### config.mk
export PLATFORM = sky130hd
export DESIGN_NAME = clesq_queue
export DESIGN_NICKNAME = d
export VERILOG_FILES = /design/src/rtl/clesq_pkg.sv /design/src/rtl/clesq_queue.sv
export SDC_FILE = /design/constraint.sdc
export NUM_CORES = 1
export LEC_CHECK = 0
export ABC_AREA = 1
export BUFFER_PORTS_ARGS = -buffer_cell sky130_fd_sc_hd__buf_2
export CAP_MARGIN = 25
export CORE_MARGIN = 2
export CORE_UTILIZATION = 40
export CTS_CLUSTER_SIZE = 40
export DETAILED_ROUTE_END_ITERATION = 10
export PLACE_DENSITY = 0.68
export SLEW_MARGIN = 10
export SYNTH_ARGS = -nofsm -noshare
export SYNTH_HDL_FRONTEND = slang
export SYNTH_SLANG_ARGS = --single-unit
### constraint.sdc
create_clock -name clk -period 2.6 [get_ports clk]
set_input_delay 0.39 -clock clk [delete_from_list [all_inputs] [get_ports clk]]
set_output_delay 0.39 -clock clk [all_outputs]
set_load 0.05 [all_outputs]
### src/rtl/clesq_pkg.sv
// Shared types, codes and constants of the LCD expander byte sequencer.
package clesq_pkg;

  localparam int FUNC_W  = 3;
  localparam int VALUE_W = 32;
  localparam int POS_W   = 7;
  localparam int BYTE_W  = 8;

  typedef enum logic [FUNC_W-1:0] {
    FUNC_CMD  = 3'd0,
    FUNC_DATA = 3'd1,
    FUNC_DEC7 = 3'd2,
    FUNC_DEC2 = 3'd3,
    FUNC_STR  = 3'd4
  } func_t;

  typedef enum logic [1:0] {
    F_IDLE,
    F_DIV,
    F_EMIT
  } front_state_t;

  // Low control nibble of the expander byte: backlight, enable, rw, rs.
  localparam logic [3:0]        CTL_CMD     = 4'hC;
  localparam logic [3:0]        CTL_DATA    = 4'hD;
  localparam logic [BYTE_W-1:0] STROBE_CMD  = 8'hF8;
  localparam logic [BYTE_W-1:0] STROBE_DATA = 8'hF9;
  localparam logic [BYTE_W-1:0] ASCII_SPACE = 8'h20;
  localparam logic [3:0]        ASCII_DIGIT = 4'h3;

  localparam logic [VALUE_W-1:0] DEC_LIMIT = 32'd10000000;
  localparam int NUM_DIGITS = 7;
  localparam int DIG_IDX_W  = 3;
  localparam int WORK_W     = 24;
  localparam logic [31:0] RECIP_TEN = 32'hCCCCCCCD;
  localparam int RECIP_SHIFT = 35;
  localparam int QUOT_W      = WORK_W + 32 - RECIP_SHIFT;

  localparam int QUEUE_DEPTH = 4;
  localparam int QPTR_W      = $clog2(QUEUE_DEPTH);

  // One LCD byte waiting to be expanded into four expander bytes.
  typedef struct packed {
    logic [BYTE_W-1:0] code;
    logic              is_data;
    logic              last;
  } lcd_ent_t;

endpackage

### src/rtl/clesq_queue.sv
// Short queue of LCD bytes between the front and back ends.
module clesq_queue
  import clesq_pkg::*;
(
  input  logic     clk,
  input  logic     rst,
  input  lcd_ent_t push_ent,
  input  logic     push_valid,
  output logic     push_ready,
  output lcd_ent_t pop_ent,
  output logic     pop_valid,
  input  logic     pop_ready
);

  lcd_ent_t          mem [QUEUE_DEPTH];
  logic [QPTR_W-1:0] wr_ptr;
  logic [QPTR_W-1:0] rd_ptr;
  logic [QPTR_W:0]   count;
  logic              push;
  logic              pop;

  assign push_ready = (count != (QPTR_W+1)'(QUEUE_DEPTH));
  assign pop_valid  = (count != '0);
  assign push       = push_valid && push_ready;
  assign pop        = pop_valid && pop_ready;
  assign pop_ent    = mem[rd_ptr];

  always_ff @(posedge clk) begin
    if (push) begin
      mem[wr_ptr] <= push_ent;
    end
  end

  always_ff @(posedge clk) begin
    if (rst) begin
      wr_ptr <= '0;
      rd_ptr <= '0;
      count  <= '0;
    end else begin
      if (push) begin
        wr_ptr <= wr_ptr + 1'b1;
      end
      if (pop) begin
        rd_ptr <= rd_ptr + 1'b1;
      end
      if (push && !pop) begin
        count <= count + 1'b1;
      end else if (pop && !push) begin
        count <= count - 1'b1;
      end
    end
  end

endmodule

==> run metrics <==
FF+latch count, synth 49; cell count after synthesis 165; number of antenna violations at the first check in global routing 0; root buffer cell sky130_fd_sc_hd__clkbuf_8; ANT nets after route 0; Startpoint Class register; CP Data Arrival Time 1.64 ns; Worst Max-Slew Pin Slew 0.572 ns; aggregate routed wire length 3500 um; result of the run finished clean; met2 track utilization from global routing 0.238; worst setup skew after layout 0.00793 ns; clock sink count 49; VDD IR-drop max 844 uV; post-route minimum period 2.03 ns; wire length of the first global-routing pass 5440 um; Max H-tree Level 2; number of buffers added to fix hold violations after cts 0; die height 74.5 um; top cells by area in the synthesized netlist sky130_fd_sc_hd__edfxtp_1 (60%), sky130_fd_sc_hd__dfxtp_1 (9.1%), sky130_fd_sc_hd__nor2_1 (6.2%), sky130_fd_sc_hd__o21ai_0 (5.3%), sky130_fd_sc_hd__ha_1 (3.1%); Power, Total 2440 uW; number of DRC violations after detailed-routing iteration 0 101; number of port buffers 25; Worst Hold Slack 0.306 ns; horizontal die dimension 74.5 um; Distinct cells, synth 20; Util after Layout 0.488; worst setup slack for register-to-register paths 0.82 ns; final number of max-transition violations 0; FF-to-FF Start count[0]$_SDFFE_PP0P_; number of failing setup endpoints in the final timing report 0; number of nets in the layout 217; cell area after technology mapping 1990 sq um; area share of the leading cell type in the synthesized netlist 0.604; count of buffers added by post-CTS timing repair for setup 0; final cycle utilization of the critical path 0.783; GR Util met1 0.156; fill count 453; unrepaired setup endpoints after global routing no; number of vias in the routed layout 1,252; Synth Net Count 185; relative slew slack 0.618; max cap viols 0; leakage power total 0.000890 uW; number of non-filler instances in the completed layout 265; Fmax 0.491 GHz; global-route usage over all layers 0.136; clock latency on the worst-skew pair 0.29 ns; WL/cell 13.2 um; Crit Reg-Reg Endpoint count[2]$_SDFFE_PP0P_; critical path required time 2.21 ns; number of DRC violations after detailed routing 0; Remaining Overflow, GRT 0; Post-CTS Resized 0; met3 track demand over resource in global routing 0.0352; largest net degree at the start of global routing 21; part of the Yosys area used for sequential elements 0.694; number of cell rows 25; detailed-router iteration count before antenna repair 4; TritonCTS clock tree yes; hold-critical path endpoint rd_ptr[0]$_SDFFE_PP0P_; syn avg cell area 12.1 sq um; number of top-level pins 26; share of post-route cells with drive strength above 1 0.222; global-route layer with the greatest usage met2; kind of path behind the tightest hold check input pin to register; classification of the worst setup path register to output port; Hold Path Cell Cnt 2; final RePlAce weighted congestion 0.714; vias in the first global route 1,175; clk buf depth 2; area used by multi-input combinational logic 526 sq um; Sum Neg Setup Slack 0 ns; critical path fanouts, max 20; sort of element at the end of the critical path output port; floorplan die area 5550 sq um; vias per cell 4.72; combined flip-flop and latch cell area 1380 sq um; Placed Cells incl. Taps 257; initial core utilization 0.418; diodes inserted 0; PwrDens 1050 nW/um^2; HPWL after DPL 2250 um; worst reg2reg path depth 13; layout-stage area growth over the synthesis result 16.6%; worst hold path startpoint rst; cell taking the most area after synthesis sky130_fd_sc_hd__edfxtp_1; core area 4750 sq um; Inserted Clock Buffers 5; Fin. Hold Viols 0; clock edge transition at the registers on the reported setup and hold paths 0.08 ns; YS warnings 0
routing by layer:
| layer | up-vias | wire, um |
|---|---|---|
| li1 | 631 | - |
| met1 | 588 | 1570 |
| met2 | 28 | 1690 |
| met3 | 5 | 188 |
| met4 | 0 | 48 |
| met5 | - | 0 |
flip-flops by register name, summed over array words and instances, names as in the netlist, named ones only:
signal,flops
mem,40
count,3
rd_ptr,2
wr_ptr,2
synthesized netlist by cell type:
library cell               count
sky130_fd_sc_hd__inv_2         2
sky130_fd_sc_hd__dfxtp_1       9
sky130_fd_sc_hd__clkbuf_2      1
sky130_fd_sc_hd__nand2_1      10
sky130_fd_sc_hd__inv_1        14
sky130_fd_sc_hd__clkbuf_1      2
sky130_fd_sc_hd__nor2_1       33
sky130_fd_sc_hd__nand3_1       4
sky130_fd_sc_hd__nor2_4        1
sky130_fd_sc_hd__o22ai_1      10
sky130_fd_sc_hd__ha_1          5
sky130_fd_sc_hd__xor2_1        1
sky130_fd_sc_hd__o21ai_0      21
sky130_fd_sc_hd__nand2_4       4
sky130_fd_sc_hd__buf_2         2
sky130_fd_sc_hd__nand3b_1      1
sky130_fd_sc_hd__nand2_2       1
sky130_fd_sc_hd__a21oi_1       3
sky130_fd_sc_hd__edfxtp_1     40
sky130_fd_sc_hd__fa_1          1
through the flow:
| step | setup WS, ns | cell area, sq um |
|---|---|---|
| floorplan | 0.782 | 1990 |
| global placement | 0.876 | 2210 |
| detailed placement | 0.820 | 2210 |
| CTS | 0.530 | 2320 |
| global route | 0.466 | 2320 |
| finish | 0.565 | 2320 |
cell type report:
class / instances / area share
well taps: 67 / 0.0361
clock buffers: 6 / 0.0313
inverters: 16 / 0.0259
clock inverters: 2 / 0.0146
flip-flops and latches: 49 / 0.595
repair buffers: 30 / 0.0701
multi-input cells: 95 / 0.227
placed cells by master, fill, tap and decap left out:
cell type,Yosys,routed
sky130_fd_sc_hd__inv_1,14,14
sky130_fd_sc_hd__inv_2,2,2
sky130_fd_sc_hd__o21ai_0,21,21
sky130_fd_sc_hd__nor2_1,33,33
sky130_fd_sc_hd__ha_1,5,5
sky130_fd_sc_hd__nor2_4,1,1
sky130_fd_sc_hd__edfxtp_1,40,40
sky130_fd_sc_hd__nand2_2,1,1
sky130_fd_sc_hd__clkbuf_1,2,1
sky130_fd_sc_hd__buf_2,2,25
sky130_fd_sc_hd__dfxtp_1,9,9
sky130_fd_sc_hd__xor2_1,1,1
sky130_fd_sc_hd__buf_4,0,5
sky130_fd_sc_hd__nand3_1,4,4
sky130_fd_sc_hd__clkinv_1,0,1
sky130_fd_sc_hd__bufinv_16,0,1
sky130_fd_sc_hd__nand3b_1,1,1
sky130_fd_sc_hd__o22ai_1,10,10
sky130_fd_sc_hd__nand2_1,10,10
sky130_fd_sc_hd__fa_1,1,1
sky130_fd_sc_hd__nand2_4,4,4
sky130_fd_sc_hd__clkbuf_8,0,5
sky130_fd_sc_hd__a21oi_1,3,3
critical path, stage by stage, from the launching register on:
cell	delay, ns
sky130_fd_sc_hd__dfxtp_1	0.32
sky130_fd_sc_hd__inv_1	0.42
sky130_fd_sc_hd__o21ai_0	0.17
sky130_fd_sc_hd__o22ai_1	0.15
sky130_fd_sc_hd__buf_2	0.29
cell families after synthesis:
logic type | synth area share
XOR/XNOR | 0.00440
AO/OA/AOI/OAI | 0.0918
AND/OR/NAND/NOR | 0.126
adder cells (fa/ha/maj) | 0.0415
buffers and inverters | 0.0415
flip-flops | 0.694
how the worst max path moves through the flow:
stage / start / endpoint / slack [ns] / depth (start not counted)
after floorplan: register / pop_ent[0] / 0.78 / 4
after global placement: count[0]$_SDFFE_PP0P_ / count[2]$_SDFFE_PP0P_ / 0.88 / 13
after detailed placement: count[1]$_SDFFE_PP0P_ / count[2]$_SDFFE_PP0P_ / 0.82 / 11
after CTS: register / pop_ent[3] / 0.53 / 4
after global routing: register / pop_ent[5] / 0.47 / 4
final: register / pop_ent[3] / 0.57 / 4
power by group:
part	internal, uW	switching, uW
combinational	238	664
clock	284	232
sequential	960	61.6
total	1480	958
(Power assumes the default switching activity.)
